`config.mk`:
```
export PLATFORM = sky130hd
export DESIGN_NAME = buddy_allocator_bitmap_tree_top_flat
export DESIGN_NICKNAME = d
export VERILOG_FILES = /design/src/hw/rtl/bab_pkg.sv /design/src/hw/rtl/bab_chan_if.sv /design/src/hw/rtl/buddy_allocator_bitmap_tree_top.sv /design/src/hw/rtl/bab_ram.sv /design/src/hw/rtl/bab_ctrl.sv /design/src/hw/rtl/bab_dp.sv /design/src/flat_wrapper.sv
export SDC_FILE = /design/constraint.sdc
export NUM_CORES = 1
export LEC_CHECK = 0
export BUFFER_PORTS_ARGS = -buffer_cell sky130_fd_sc_hd__buf_2
export CORE_UTILIZATION = 57
export CTS_CLUSTER_DIAMETER = 150
export DETAILED_ROUTE_END_ITERATION = 8
export PLACE_DENSITY = 0.77
export SYNTH_ARGS = -nofsm -noshare
export SYNTH_HDL_FRONTEND = slang
export SYNTH_HIERARCHICAL = 1
export SYNTH_SLANG_ARGS = --single-unit
```
`constraint.sdc`:
```
create_clock -name clk -period 5.7 [get_ports clk]
set_input_delay 0.57 -clock clk [delete_from_list [all_inputs] [get_ports clk]]
set_output_delay 0.57 -clock clk [all_outputs]
set_load 0.02 [all_outputs]
```
`src/hw/rtl/bab_pkg.sv`:
```
`timescale 1ns / 1ps

package bab_pkg;

  localparam int POOL_BYTES      = 4096;
  localparam int MIN_BLOCK_BYTES = 64;
  localparam int DEF_TREE_LEVELS = 7;
  localparam int POOL_LOG2       = $clog2(POOL_BYTES);

  localparam int SIZE_W = 13;
  localparam int OFF_W  = 12;
  localparam int STAT_W = 2;

  localparam logic OP_ALLOC = 1'b0;
  localparam logic OP_FREE  = 1'b1;

  localparam logic [STAT_W-1:0] STAT_OK        = 2'd0;
  localparam logic [STAT_W-1:0] STAT_TOO_LARGE = 2'd1;
  localparam logic [STAT_W-1:0] STAT_NO_SPACE  = 2'd2;

  typedef struct packed {
    logic              op;
    logic [SIZE_W-1:0] req_size;
    logic [OFF_W-1:0]  block_offset;
  } req_t;

  typedef struct packed {
    logic [STAT_W-1:0] status;
    logic [OFF_W-1:0]  alloc_offset;
  } resp_t;

  typedef enum logic [1:0] {
    RD_SCAN,
    RD_UP,
    RD_BUDDY
  } rd_sel_e;

  typedef enum logic [3:0] {
    ST_CLEAR,
    ST_IDLE,
    ST_START,
    ST_SCAN_RD,
    ST_SCAN_CHK,
    ST_UP_RD,
    ST_UP_CHK,
    ST_FILL,
    ST_FUP_RD,
    ST_FUP_CHK,
    ST_RESP
  } state_e;

  typedef struct packed {
    logic    accept;
    logic    scan_next;
    logic    found;
    logic    no_space;
    logic    up_init;
    logic    up_mark;
    logic    fill_init;
    logic    fill_step;
    logic    fup_mark;
    logic    clr_step;
    logic    out_load;
    rd_sel_e rd_sel;
  } cmd_t;

  typedef struct packed {
    logic too_large;
    logic is_free;
    logic rd_used;
    logic scan_last;
    logic up_zero;
    logic fill_last;
    logic node_root;
    logic clr_last;
    logic out_busy;
  } sts_t;

endpackage

```
`src/hw/rtl/bab_chan_if.sv`:
```
`timescale 1ns / 1ps

interface bab_chan_if #(
  parameter type payload_t = logic
);
  logic     valid;
  logic     ready;
  payload_t data;

  modport source (output valid, output data, input ready);
  modport sink   (input valid, input data, output ready);
endinterface

```
`src/hw/rtl/buddy_allocator_bitmap_tree_top.sv`:
```
// channel | role | payload                         | beat when
// req     | sink | op, req_size, block_offset      | valid && ready
// resp    | src  | status, alloc_offset            | valid && ready
//
// After reset a clearing pass writes 2^TREE_LEVELS bitmap entries, one a
// cycle (128 entries by default); req.ready stays low meanwhile.
// One request at a time; the used-bit tree sits in a 1-bit RAM with one write
// port and one registered read port. Allocate scans the level's nodes, marks
// the free node's unmarked ancestors used and fills its subtree; free clears
// the subtree and walks up, clearing parents while the buddy is free.
// A finished beat waits in the output register; the next request is taken
// meanwhile and stalls only at its own result.
`timescale 1ns / 1ps

module buddy_allocator_bitmap_tree_top #(
  parameter int TREE_LEVELS = bab_pkg::DEF_TREE_LEVELS
) (
  input logic        clk,
  input logic        rst,
  bab_chan_if.sink   req,
  bab_chan_if.source resp
);
  import bab_pkg::*;

  cmd_t  cmd;
  sts_t  sts;
  resp_t resp_data;
  logic  resp_valid;

  bab_ctrl u_ctrl (
    .clk       (clk),
    .rst       (rst),
    .req_valid (req.valid),
    .req_ready (req.ready),
    .sts       (sts),
    .cmd       (cmd)
  );

  bab_dp #(
    .TREE_LEVELS (TREE_LEVELS)
  ) u_dp (
    .clk        (clk),
    .rst        (rst),
    .req_data   (req.data),
    .resp_data  (resp_data),
    .resp_valid (resp_valid),
    .resp_ready (resp.ready),
    .cmd        (cmd),
    .sts        (sts)
  );

  assign resp.valid = resp_valid;
  assign resp.data  = resp_data;

endmodule

```
`src/hw/rtl/bab_ram.sv`:
```
`timescale 1ns / 1ps

module bab_ram #(
  parameter int WIDTH = 1,
  parameter int DEPTH = 128
) (
  input  logic                     clk,
  input  logic                     we,
  input  logic [$clog2(DEPTH)-1:0] waddr,
  input  logic [WIDTH-1:0]         wdata,
  input  logic [$clog2(DEPTH)-1:0] raddr,
  output logic [WIDTH-1:0]         rdata
);

  logic [WIDTH-1:0] mem [DEPTH];

  always_ff @(posedge clk) begin
    if (we) begin
      mem[waddr] <= wdata;
    end
    rdata <= mem[raddr];
  end

endmodule

```
`src/hw/rtl/bab_ctrl.sv`:
```
`timescale 1ns / 1ps

module bab_ctrl (
  input  logic          clk,
  input  logic          rst,
  input  logic          req_valid,
  output logic          req_ready,
  input  bab_pkg::sts_t sts,
  output bab_pkg::cmd_t cmd
);
  import bab_pkg::*;

  state_e state, state_next;

  always_ff @(posedge clk) begin
    if (rst) begin
      state <= ST_CLEAR;
    end else begin
      state <= state_next;
    end
  end

  always_comb begin
    state_next = state;
    cmd        = '0;
    cmd.rd_sel = RD_SCAN;
    req_ready  = 1'b0;
    case (state)
      ST_CLEAR: begin
        cmd.clr_step = 1'b1;
        if (sts.clr_last) begin
          state_next = ST_IDLE;
        end
      end
      ST_IDLE: begin
        req_ready = 1'b1;
        if (req_valid) begin
          cmd.accept = 1'b1;
          state_next = ST_START;
        end
      end
      ST_START: begin
        if (sts.too_large) begin
          state_next = ST_RESP;
        end else if (sts.is_free) begin
          cmd.fill_init = 1'b1;
          state_next    = ST_FILL;
        end else begin
          state_next = ST_SCAN_RD;
        end
      end
      ST_SCAN_RD: begin
        cmd.rd_sel = RD_SCAN;
        state_next = ST_SCAN_CHK;
      end
      ST_SCAN_CHK: begin
        if (!sts.rd_used) begin
          cmd.found   = 1'b1;
          cmd.up_init = 1'b1;
          state_next  = ST_UP_RD;
        end else if (sts.scan_last) begin
          cmd.no_space = 1'b1;
          state_next   = ST_RESP;
        end else begin
          cmd.scan_next = 1'b1;
          state_next    = ST_SCAN_RD;
        end
      end
      ST_UP_RD: begin
        cmd.rd_sel = RD_UP;
        if (sts.up_zero) begin
          cmd.fill_init = 1'b1;
          state_next    = ST_FILL;
        end else begin
          state_next = ST_UP_CHK;
        end
      end
      ST_UP_CHK: begin
        if (sts.rd_used) begin
          cmd.fill_init = 1'b1;
          state_next    = ST_FILL;
        end else begin
          cmd.up_mark = 1'b1;
          state_next  = ST_UP_RD;
        end
      end
      ST_FILL: begin
        cmd.fill_step = 1'b1;
        if (sts.fill_last) begin
          state_next = sts.is_free ? ST_FUP_RD : ST_RESP;
        end
      end
      ST_FUP_RD: begin
        cmd.rd_sel = RD_BUDDY;
        state_next = sts.node_root ? ST_RESP : ST_FUP_CHK;
      end
      ST_FUP_CHK: begin
        if (sts.rd_used) begin
          state_next = ST_RESP;
        end else begin
          cmd.fup_mark = 1'b1;
          state_next   = ST_FUP_RD;
        end
      end
      ST_RESP: begin
        if (!sts.out_busy) begin
          cmd.out_load = 1'b1;
          state_next   = ST_IDLE;
        end
      end
      default: begin
        state_next = ST_CLEAR;
      end
    endcase
  end

endmodule

```
`src/hw/rtl/bab_dp.sv`:
```
`timescale 1ns / 1ps

module bab_dp #(
  parameter int TREE_LEVELS = bab_pkg::DEF_TREE_LEVELS
) (
  input  logic           clk,
  input  logic           rst,
  input  bab_pkg::req_t  req_data,
  output bab_pkg::resp_t resp_data,
  output logic           resp_valid,
  input  logic           resp_ready,
  input  bab_pkg::cmd_t  cmd,
  output bab_pkg::sts_t  sts
);
  import bab_pkg::*;

  localparam int AW         = TREE_LEVELS;
  localparam int NW         = TREE_LEVELS + 1;
  localparam int NODE_COUNT = 1 << TREE_LEVELS;
  localparam int LW         = (TREE_LEVELS > 1) ? $clog2(TREE_LEVELS) : 1;
  localparam int FW         = NW + POOL_LOG2 + OFF_W;

  logic              op;
  logic              too_large;
  logic [LW-1:0]     level;
  logic [NW-1:0]     node;
  logic [NW-1:0]     up;
  logic [NW-1:0]     cur;
  logic [NW-1:0]     row_start;
  logic [NW-1:0]     row_end;
  logic [AW-1:0]     clr_cnt;
  logic [STAT_W-1:0] res_status;
  logic [OFF_W-1:0]  res_offset;

  int            lvl_sum;
  logic [LW-1:0] lvl_c;
  logic [NW-1:0] first_c;
  logic [FW-1:0] free_sh;
  logic [NW-1:0] free_node_c;
  logic          too_large_c;

  logic [NW-1:0]    first_q;
  logic [NW-1:0]    k_q;
  logic [FW-1:0]    alloc_sh;
  logic [NW-1:0]    buddy;
  logic [NW-1:0]    cur_inc;
  logic             row_done;

  logic          mem_we;
  logic [AW-1:0] mem_waddr;
  logic          mem_wdata;
  logic [AW-1:0] mem_raddr;
  logic          mem_rdata;

  // level = count of levels below the root whose block still fits the size
  always_comb begin
    lvl_sum = 0;
    for (int l = 1; l < TREE_LEVELS; l++) begin
      if ((POOL_BYTES >> l) >= MIN_BLOCK_BYTES &&
          int'(req_data.req_size) <= (POOL_BYTES >> l)) begin
        lvl_sum = lvl_sum + 1;
      end
    end
    lvl_c = LW'(lvl_sum);
  end

  assign too_large_c = int'(req_data.req_size) > POOL_BYTES;
  assign first_c     = NW'(1) << lvl_c;
  assign free_sh     = (FW'(req_data.block_offset) << lvl_c) >> POOL_LOG2;
  assign free_node_c = first_c | (free_sh[NW-1:0] & (first_c - NW'(1)));

  assign first_q  = NW'(1) << level;
  assign k_q      = node & (first_q - NW'(1));
  assign alloc_sh = (FW'(k_q) << POOL_LOG2) >> level;
  assign buddy    = node ^ NW'(1);
  assign cur_inc  = cur + NW'(1);
  assign row_done = cur_inc == row_end;

  always_ff @(posedge clk) begin
    if (cmd.accept) begin
      op         <= req_data.op;
      too_large  <= too_large_c;
      level      <= lvl_c;
      node       <= (req_data.op == OP_FREE) ? free_node_c : first_c;
      res_status <= too_large_c ? STAT_TOO_LARGE : STAT_OK;
      res_offset <= '0;
    end
    if (cmd.scan_next) begin
      node <= node + NW'(1);
    end
    if (cmd.found) begin
      res_offset <= alloc_sh[OFF_W-1:0];
    end
    if (cmd.no_space) begin
      res_status <= STAT_NO_SPACE;
    end
    if (cmd.up_init) begin
      up <= node >> 1;
    end
    if (cmd.up_mark) begin
      up <= up >> 1;
    end
    if (cmd.fup_mark) begin
      node <= node >> 1;
    end
    if (cmd.fill_init) begin
      cur       <= node;
      row_start <= node;
      row_end   <= node + NW'(1);
    end
    if (cmd.fill_step) begin
      if (row_done) begin
        cur       <= row_start << 1;
        row_start <= row_start << 1;
        row_end   <= row_end << 1;
      end else begin
        cur <= cur_inc;
      end
    end
  end

  always_ff @(posedge clk) begin
    if (rst) begin
      clr_cnt <= '0;
    end else if (cmd.clr_step) begin
      clr_cnt <= clr_cnt + AW'(1);
    end
  end

  always_ff @(posedge clk) begin
    if (rst) begin
      resp_valid <= 1'b0;
    end else if (cmd.out_load) begin
      resp_valid <= 1'b1;
    end else if (resp_ready) begin
      resp_valid <= 1'b0;
    end
  end

  always_ff @(posedge clk) begin
    if (cmd.out_load) begin
      resp_data.status       <= res_status;
      resp_data.alloc_offset <= res_offset;
    end
  end

  always_comb begin
    mem_we    = 1'b0;
    mem_waddr = node[AW-1:0];
    mem_wdata = 1'b0;
    if (cmd.clr_step) begin
      mem_we    = 1'b1;
      mem_waddr = clr_cnt;
    end else if (cmd.up_mark) begin
      mem_we    = 1'b1;
      mem_waddr = up[AW-1:0];
      mem_wdata = 1'b1;
    end else if (cmd.fill_step) begin
      mem_we    = 1'b1;
      mem_waddr = cur[AW-1:0];
      mem_wdata = (op == OP_ALLOC);
    end else if (cmd.fup_mark) begin
      mem_we    = 1'b1;
      mem_waddr = node[AW:1];
    end
  end

  always_comb begin
    case (cmd.rd_sel)
      RD_SCAN:  mem_raddr = node[AW-1:0];
      RD_UP:    mem_raddr = up[AW-1:0];
      RD_BUDDY: mem_raddr = buddy[AW-1:0];
      default:  mem_raddr = node[AW-1:0];
    endcase
  end

  bab_ram #(
    .WIDTH (1),
    .DEPTH (NODE_COUNT)
  ) u_bits (
    .clk   (clk),
    .we    (mem_we),
    .waddr (mem_waddr),
    .wdata (mem_wdata),
    .raddr (mem_raddr),
    .rdata (mem_rdata)
  );

  always_comb begin
    sts.too_large = too_large;
    sts.is_free   = (op == OP_FREE);
    sts.rd_used   = mem_rdata;
    sts.scan_last = (node + NW'(1)) == (first_q << 1);
    sts.up_zero   = (up == '0);
    sts.fill_last = row_done && row_start[TREE_LEVELS-1];
    sts.node_root = (node[NW-1:1] == '0);
    sts.clr_last  = (clr_cnt == AW'(NODE_COUNT - 1));
    sts.out_busy  = resp_valid && !resp_ready;
  end

endmodule

```
`src/flat_wrapper.sv`:
```
// flat-port wrapper written by rule: the top's interface ports become plain ports
module buddy_allocator_bitmap_tree_top_flat import bab_pkg::*;
#(
  parameter int TREE_LEVELS = bab_pkg::DEF_TREE_LEVELS
)
  (clk, rst, req_valid, req_data, req_ready, resp_valid, resp_data, resp_ready);
  bab_chan_if #(.payload_t(req_t)) req_i ();
  bab_chan_if #(.payload_t(resp_t)) resp_i ();
  input logic clk;
  input logic rst;
  input wire logic [$bits(req_i.valid)-1:0] req_valid;
  input wire logic [$bits(req_i.data)-1:0] req_data;
  output wire logic [$bits(req_i.ready)-1:0] req_ready;
  output wire logic [$bits(resp_i.valid)-1:0] resp_valid;
  output wire logic [$bits(resp_i.data)-1:0] resp_data;
  input wire logic [$bits(resp_i.ready)-1:0] resp_ready;
  assign req_i.valid = req_valid;
  assign req_i.data = req_data;
  assign req_ready = req_i.ready;
  assign resp_valid = resp_i.valid;
  assign resp_data = resp_i.data;
  assign resp_i.ready = resp_ready;
  buddy_allocator_bitmap_tree_top #(.TREE_LEVELS(TREE_LEVELS)) u_core (.clk(clk), .rst(rst), .req(req_i), .resp(resp_i));
endmodule
```
==> results of run 1 <==
timing repair:
action                                  in CTS  in global routing
buffers inserted                             0                  0
resized for setup                            0                  1
endpoints found under the setup margin       0                  2
cell families after synthesis:
logic type | count (synthesis) | share of synthesized area, %
flip-flops | 202 | 50.5
multiplexers | 74 | 10.5
AO/OA/AOI/OAI | 185 | 10.9
AND/OR/NAND/NOR | 466 | 19.8
adder cells (fa/ha/maj) | 13 | 1.43
other | 1 | 0.0329
buffers and inverters | 106 | 4.40
XOR/XNOR | 31 | 2.45
stage by stage:
step           utilization [%]  hold slack [ns]  power (mW)  std cells  setup TNS [ns]
2_1_floorplan                -            0.400        1.72       1082               0
3_3_place_gp              60.2            0.404        1.76       1324               0
3_5_place_dp              60.2            0.405        1.76       1324          -0.174
4_1_cts                   63.7            0.367        3.10       1362               0
5_1_grt                   63.7            0.378        3.18       1362               0
6_report                  63.7            0.390        3.09       1362               0
state kept, by name (all words and copies together), names as in the netlist:
register,cells
u_core/u_ctrl/state,4
u_core/u_dp/clr_cnt,7
u_core/u_dp/cur,8
u_core/u_dp/level,3
u_core/u_dp/node,8
u_core/u_dp/op,1
u_core/u_dp/res_offset,7
u_core/u_dp/res_status,2
u_core/u_dp/resp_data,9
u_core/u_dp/resp_valid,1
u_core/u_dp/row_end,8
u_core/u_dp/row_start,7
u_core/u_dp/too_large,1
u_core/u_dp/u_bits/mem,128
u_core/u_dp/u_bits/rdata,1
u_core/u_dp/up,7
layout make-up:
class	count	area [µm²]
repair buffers	58	348
flip-flops and latches	202	5760
clock buffers	29	586
multi-input cells	774	5220
well taps	265	332
clock inverters	9	97.6
fillers	1563	7090
inverters	25	96.3
final timing paths:
check,end,slack [ns],cells past startpoint
max,u_core/u_dp/node[6]$_DFFE_PP_,0.51,30
min,u_core/u_dp/resp_valid$_SDFFE_PP0P_,0.39,4
max reg2reg,u_core/u_dp/u_bits/rdata$_DFF_P_,1.28,11
min reg2reg,u_core/u_dp/resp_data[8]$_DFFE_PP_,0.42,0
synth_stat cells, types with 14 or more instances:
library cell and instances:
nor2_1 202, edfxtp_1 171, nand2_1 78, clkbuf_1 51
a21oi_1 46, o21ai_0 46, nand3_1 44, mux2i_1 32
dfxtp_1 31, mux4_2 26, inv_1 23, nand2b_1 21
nor2b_1 20, xnor2_1 17, nor3_1 14
critical path: cells and delay by family:
kind / cells / cell delay (ns)
muxes: 1 / 0.22
buffers and inverters: 3 / 0.27
adders and majority gates: 5 / 1.12
xor gates and xnor gates: 1 / 0.17
AOI/OAI and AO/OA: 8 / 1.33
and+or+nand+nor: 12 / 1.84
power by group:
group | switching [mW] | internal [mW]
sequential | 0.00483 | 1.59
clock | 0.551 | 0.809
combinational | 0.0928 | 0.0459
per-layer routing:
metal	GRT usage [%]	share of wire [%]
met1	36.0	43
met2	40.9	47
met3	3.00	8.0
met4	7.05	1.9
met5	0	0
==> results.cfg, run 1 <==
[outcome]
status = finished clean

[finish]
syn2layout_area_growth_pct = 9.16
layout-drive-gt1-share_pct = 14.9
final_common_cell = nor2_1
stdcell_area_um2 = 12400
diodes = 0
layout_common_cells = 201 x nor2_1, 171 x edfxtp_1, 78 x nand2_1
nNetsFinal = 1125

[cts]
cts_htree_levels = 1
clock_latency_ns = 0.51
cts_sinks = 202
cts_buffers = 21
clk_pin_slew_ns = 0.06
ctsHoldBuffers = 0
cts_tree = built
max-clock-path-buffers = 3
cts_root_buffer = clkbuf_16

[sta]
timing.final.crit_period_ns = 5.19
max_freq_mhz = 192
finalHoldViolCount = 0
fin_ws_ns = 0.505
slew_headroom_pct = 27.7
slew_viol_final = 0
rsz0062_at_grt = no
finalSetupViolCount = 0
finClkSkew_ns = 0.0211
fin_crit_sh_pct = 91.1
max_slew.worst_pin.slew_ns = 1.08

[grt]
overflow = 0
grt_max_degree = 129
grt_pass1_wl_um = 40600
grt_pass1_vias = 7807
grt.total_usage_pct = 25.3
grt_antenna_before_repair = 0

[critical_path]
r2r_start = u_core/u_ctrl/state[1]$_SDFFE_PP0P_
slowest_stage = or3_1
critPathLaunch = req_data[16]
cp.required_ns = 6.04
crit_path_frequent_cell = nand2_1
crit_fanout = 4
criticalPathCategory = primary input to flip-flop
crit_arrival_ns = 5.53
critical_path.endpoint_type = flip-flop
critPathLaunchType = primary input
cpPeakStageDelay_ns = 0.37

[floorplan]
dieHeight_um = 143
rows = 51
coreArea_um2 = 19500
start_util_pct = 58.4
die_w_um = 143
dieArea_um2 = 20600
io_pins = 46

[drt]
drc = 0
wirelength_um = 25400
drt-vias-per-instance = 6.15
drt-initial-drc-count = 767
wl_per_cell_um = 18.6
drtAntennaViolNets = 0
num_vias = 8380
dr.pass1.iters = 5

[worst_hold_path]
hold_start = resp_ready
hp-class = primary input to flip-flop

[yosys]
ys_async_sr_fraction_pct = 0
yosys-top-cells-area = edfxtp_1 45%, nor2_1 6.7%, dfxtp_1 5.4%
yosys_register_bits = 202
synthFlopType = edfxtp_1
synth_top_area_share_pct = 45.1
synth_edf_count = 171
yosysWarningCount = 6
syn_area_um2 = 11400
ys_types = 83
syn_area_per_cell_um2 = 10.6
yosys.area.top_type = edfxtp_1
synth_cells = 1078
yosysSeqAreaShare_pct = 50.5

[place]
io_buffers = 35
dp.final_hpwl_um = 16400
pre_cts_ws_ns = -0.0766
gp_congestion = 0.852
postPlaceCellArea_um2 = 11700

[power_and_ir_drop]
powerDensity_nw_per_um2 = 249
leakagePower_nw = 3.99
max-vdd-ir-drop_mv = 0.161

[flow_run]
maxCapViolations = 0
Power figures use the tool's default switching activity.
==> inputs of run 2 (changes only) <==
--- a/config.mk
+++ b/config.mk
@@ -6,10 +6,9 @@
 export NUM_CORES = 1
 export LEC_CHECK = 0
 export BUFFER_PORTS_ARGS = -buffer_cell sky130_fd_sc_hd__buf_2
-export CORE_UTILIZATION = 57
+export CORE_UTILIZATION = 25
 export CTS_CLUSTER_DIAMETER = 150
 export DETAILED_ROUTE_END_ITERATION = 8
-export PLACE_DENSITY = 0.77
 export SYNTH_ARGS = -nofsm -noshare
 export SYNTH_HDL_FRONTEND = slang
 export SYNTH_HIERARCHICAL = 1
==> run 2 against run 1 <==
Effect of this change: worst hold slack improved by 0.0068 ns; core utilization fell by 35 points; final cell count rose by 25%; worst setup slack got worse by 0.17 ns; clock-buffer cell count fell by 5; critical path depth rose by 1; critical endpoint is now u_core/u_dp/node[1]$_DFFE_PP_; largest power group unchanged.
==> results.cfg, run 2 (synthesis results as in run 1) <==
[cts]
cts_htree_levels = 1
cts_tree = built
cts_sinks = 202
max-clock-path-buffers = 3
ctsHoldBuffers = 0
clk_pin_slew_ns = 0.06
cts_buffers = 21
cts_root_buffer = clkbuf_16
clock_latency_ns = 0.50
post_cts_buffers = 0
post_cts_resized = 0

[finish]
top_regs = u_core/u_dp/u_bits/mem: 128 flops, u_core/u_dp/resp_data: 9 flops
diodes = 0
instances_no_fill = 1696
final_common_cell = nor2_1
top_register = u_core/u_dp/u_bits/mem
layout_common_cells = 201 x nor2_1, 171 x edfxtp_1, 78 x nand2_1
stdcell_area_um2 = 12900
fin_util_pct = 28.9
largest_reg_flops = 128
nNetsFinal = 1134
layout-drive-gt1-share_pct = 15.6
syn2layout_area_growth_pct = 13.0

[grt]
overflow = 0
grt_antenna_before_repair = 0
grt_pass1_vias = 8029
grt.total_usage_pct = 11.5
grt_max_degree = 60
grt_pass1_wl_um = 43900

[critical_path]
critical_path.endpoint_type = flip-flop
crit_arrival_ns = 5.68
slowest_stage = or3_1
critPathBufInv = 4
r2r_start = u_core/u_ctrl/state[1]$_SDFFE_PP0P_
cpPeakStageDelay_ns = 0.36
crit_fanout = 3
critPathLaunchType = primary input
critPathLaunch = req_data[16]
cp_top_family = simple AND/OR/NAND/NOR gates
criticalPathCategory = primary input to flip-flop
cp.required_ns = 6.02

[sta]
fin_crit_sh_pct = 94.2
slew_headroom_pct = 25.9
slew_viol_final = 0
timing.final.crit_period_ns = 5.37
max_freq_mhz = 186
finClkSkew_ns = 0.0123
finalHoldViolCount = 0
finalSetupViolCount = 0
max_slew.worst_pin.slew_ns = 1.11

[outcome]
status = finished clean

[drt]
wl_per_cell_um = 16.1
dr.pass1.iters = 7
num_vias = 8352
wirelength_um = 27200
drt-initial-drc-count = 761
drt-vias-per-instance = 4.92
drc = 0
drtAntennaViolNets = 0

[worst_hold_path]
hold_start = resp_ready
hp-class = primary input to flip-flop

[place]
postPlaceCellArea_um2 = 12200
dp.final_hpwl_um = 18100
gp_congestion = 0.838
io_buffers = 35
dp_cells = 1660

[floorplan]
dieHeight_um = 215
io_pins = 46
rows = 77
die_w_um = 215
dieArea_um2 = 46400
start_util_pct = 25.5
coreArea_um2 = 44600

[power_and_ir_drop]
comb_power_share_pct = 4.8
switching_share_pct = 21.5
max-vdd-ir-drop_mv = 0.185
power.switching_mw = 0.656
seqPwrFrac_pct = 52.1
powerDensity_nw_per_um2 = 237
leakagePower_nw = 4.01
p_clk_share_pct = 43.1
p_int_mw = 2.40

[flow_run]
maxCapViolations = 0
-- run 2: changes by cell type in the layout (fill, tap and decap cells not counted) --
cell	previous run	this run
clkbuf_8	3	0
clkbuf_1	5	3
clkinvlp_4	1	2
clkinv_2	2	5
buf_4	23	32
inv_6	1	0
-- run 2: layout make-up --
cell class	instances	area, µm²
clock buffer	24	537
inverter	25	96.3
sequential	202	5760
fill	4600	31700
clock inverter	12	111
timing repair buffer	67	415
multi-input combinational	774	5220
tap	592	741
-- run 2: metal layers --
| layer | GRT usage, % | part of all wire, % | up-vias |
|---|---|---|---|
| met5 | 0 | 0 | - |
| met4 | 3.33 | 2.1 | 0 |
| met3 | 1.25 | 5.3 | 41 |
| met2 | 19.3 | 48 | 237 |
| met1 | 15.6 | 45 | 4096 |
| li1 | - | - | 3978 |
-- run 2: worst paths after layout --
check,to,slack (ns),depth (start not counted)
worst max-delay path,u_core/u_dp/node[1]$_DFFE_PP_,0.33,31
worst min-delay path,u_core/u_dp/resp_valid$_SDFFE_PP0P_,0.40,4
worst max register to register,u_core/u_dp/u_bits/rdata$_DFF_P_,1.20,12
worst min register to register,u_core/u_dp/resp_data[9]$_DFFE_PP_,0.42,0
-- run 2: tightest hold or removal path: cells and delay by family --
| family | cells | cell delay [ns] |
|---|---|---|
| buf+inv | 1 | 0.08 |
| simple gates | 3 | 0.20 |
-- run 2: power groups by stage --
| stage | Clock [mW] | Combinational, mW | Sequential (mW) |
|---|---|---|---|
| 2_1_floorplan | 0 | 0.0993 | 1.62 |
| 5_1_grt | 1.41 | 0.159 | 1.59 |
| 4_1_cts | 1.35 | 0.143 | 1.59 |
| 3_3_place_gp | 0 | 0.140 | 1.62 |
| 6_report | 1.32 | 0.145 | 1.59 |
| 3_5_place_dp | 0 | 0.142 | 1.62 |
-- run 2: per-stage QoR --
step	hold slack [ns]	total power [mW]	setup TNS, ns	worst slack, ns
final	0.396	3.06	0	0.333
after global routing	0.384	3.16	-0.00806	-0.00806
after CTS	0.373	3.09	0	0.411
after detailed placement	0.405	1.77	-0.109	-0.0936
after global placement	0.404	1.76	-0.00458	-0.00458
after floorplan	0.400	1.72	0	0.0156
==> inputs of run 3 (changes only) <==
--- a/config.mk
+++ b/config.mk
@@ -6,9 +6,12 @@
 export NUM_CORES = 1
 export LEC_CHECK = 0
 export BUFFER_PORTS_ARGS = -buffer_cell sky130_fd_sc_hd__buf_2
+export CELL_PAD_IN_SITES_DETAIL_PLACEMENT = 1
+export CELL_PAD_IN_SITES_GLOBAL_PLACEMENT = 1
 export CORE_UTILIZATION = 25
 export CTS_CLUSTER_DIAMETER = 150
 export DETAILED_ROUTE_END_ITERATION = 8
+export PLACE_DENSITY_LB_ADDON = 0.1
 export SYNTH_ARGS = -nofsm -noshare
 export SYNTH_HDL_FRONTEND = slang
 export SYNTH_HIERARCHICAL = 1
==> run 3 against run 2 <==
Effect of this change: combinational power grew 3%; sequential share of layout area shrank 0.83 points; critical path depth shrank 1; sequential power is essentially flat; maximum frequency grew 3.7%; non-clock buffer count grew 9; worst hold slack lost 0.059 ns; via count shrank 0.38%; worst setup slack gained 0.19 ns; core utilization grew 0.54 points.
==> results.cfg, run 3 (synthesis results as in run 1) <==
[place]
pre_cts_ws_ns = -0.135
gp_congestion = 0.730
postPlaceCellArea_um2 = 12300
io_buffers = 35
dp.final_hpwl_um = 22800

[finish]
diodes = 0
nNetsFinal = 1147
stdcell_area_um2 = 13100
layout_common_cells = 200 x nor2_1, 171 x edfxtp_1, 78 x nand2_1
largest_reg_flops = 128
top_register = u_core/u_dp/u_bits/mem
fillers = 4956
syn2layout_area_growth_pct = 15.2
top_regs = u_core/u_dp/u_bits/mem: 128 flops, u_core/u_dp/resp_data: 9 flops
layout-drive-gt1-share_pct = 17.0
final_common_cell = nor2_1

[sta]
timing.final.crit_period_ns = 5.17
fin_crit_sh_pct = 90.8
finalSetupViolCount = 0
hold_ws_ns = 0.337
slew_headroom_pct = 25.3
slew_viol_final = 0
max_slew.worst_pin.slew_ns = 1.11
rsz0062_at_grt = no
fin_ws_ns = 0.526
finClkSkew_ns = 0.00945
max_freq_mhz = 193
finalHoldViolCount = 0

[floorplan]
coreArea_um2 = 44600
die_w_um = 215
io_pins = 46
start_util_pct = 25.5
dieArea_um2 = 46400
rows = 77
dieHeight_um = 215

[cts]
cts_tree = built
cts_buffers = 25
max-clock-path-buffers = 3
cts_sinks = 202
cts_root_buffer = clkbuf_16
cts_htree_levels = 1
clock_latency_ns = 0.55
ctsHoldBuffers = 0
clk_pin_slew_ns = 0.06

[grt]
overflow = 0
grt.total_usage_pct = 14.9
grt_pass1_wl_um = 54200
grt_pass1_vias = 8780
grt_antenna_before_repair = 0
grt_max_degree = 53

[critical_path]
critPathLaunchType = primary input
critical_path.endpoint_type = flip-flop
slowest_stage = or3_1
cp.required_ns = 6.08
cpPeakStageDelay_ns = 0.39
criticalPathCategory = primary input to flip-flop
crit_fanout = 4
crit_path_frequent_cell = nand2_1
crit_arrival_ns = 5.55

[drt]
drt-initial-drc-count = 364
wirelength_um = 34300
drc = 0
wl_per_cell_um = 20.0
drt-vias-per-instance = 4.85
num_vias = 8320
drtAntennaViolNets = 0
dr.pass1.iters = 4

[power_and_ir_drop]
powerDensity_nw_per_um2 = 255
max-vdd-ir-drop_mv = 0.180
leakagePower_nw = 4.14

[flow_run]
maxCapViolations = 0

[outcome]
status = finished clean

[worst_hold_path]
hp-class = primary input to flip-flop
## run 3: worst paths after layout
kind	startpoint	endpoint	slack, ns	cells past startpoint
worst min register to register	u_core/u_dp/res_offset[5]$_SDFFCE_PN0P_	u_core/u_dp/resp_data[5]$_DFFE_PP_	0.42	0
worst max-delay path	req_data[16]	u_core/u_dp/node[6]$_DFFE_PP_	0.53	30
worst min-delay path	resp_ready	u_core/u_dp/resp_valid$_SDFFE_PP0P_	0.34	4
worst max register to register	u_core/u_ctrl/state[2]$_SDFFE_PP0P_	u_core/u_dp/u_bits/rdata$_DFF_P_	1.32	11
## run 3: area by class of cell
cell class | count | area, µm² | share of cell area (%)
clock buffer | 27 | 633 | 4.82
inverter | 25 | 96.3 | 0.734
sequential | 202 | 5760 | 43.9
tap | 592 | 741 | 5.64
clock inverter | 19 | 188 | 1.43
multi-input combinational | 774 | 5230 | 39.8
timing repair buffer | 76 | 483 | 3.68
## run 3: routing by layer
| layer | up-vias | track usage, % | routed length, µm |
|---|---|---|---|
| li1 | 4001 | - | - |
| met1 | 4198 | 21.7 | 17300 |
| met2 | 84 | 23.6 | 15400 |
| met3 | 37 | 1.40 | 801 |
| met4 | 0 | 4.26 | 758 |
| met5 | - | 0 | 0 |
## run 3: worst max-delay path: cells and delay by family
kind	cells	cell delay [ns]
AND/OR/NAND/NOR	12	1.88
multiplexers	1	0.19
adder cells (fa/ha/maj)	5	1.10
AO/OA/AOI/OAI	8	1.36
XOR/XNOR	1	0.17
buffers and inverters	3	0.28
## run 3: per-stage QoR
step	power, mW	cells	util (%)	setup TNS (ns)
final	3.35	1715	29.4	0
after global routing	3.48	1715	29.4	0
after CTS	3.41	1715	29.4	0
after detailed placement	1.78	1669	27.6	-0.397
after global placement	1.78	1669	27.6	-0.00170
after floorplan	1.72	1082	-	0
## run 3: where the power goes
part | internal, mW | switching, mW
clock network | 0.944 | 0.662
logic | 0.0487 | 0.101
registers | 1.59 | 0.00515
total | 2.58 | 0.768
## run 3: repair_timing
action,4_1_cts,5_1_grt
hold endpoints to repair,0,0
endpoints found under the setup margin,0,2
setup buffers,0,0
resized for setup,0,1
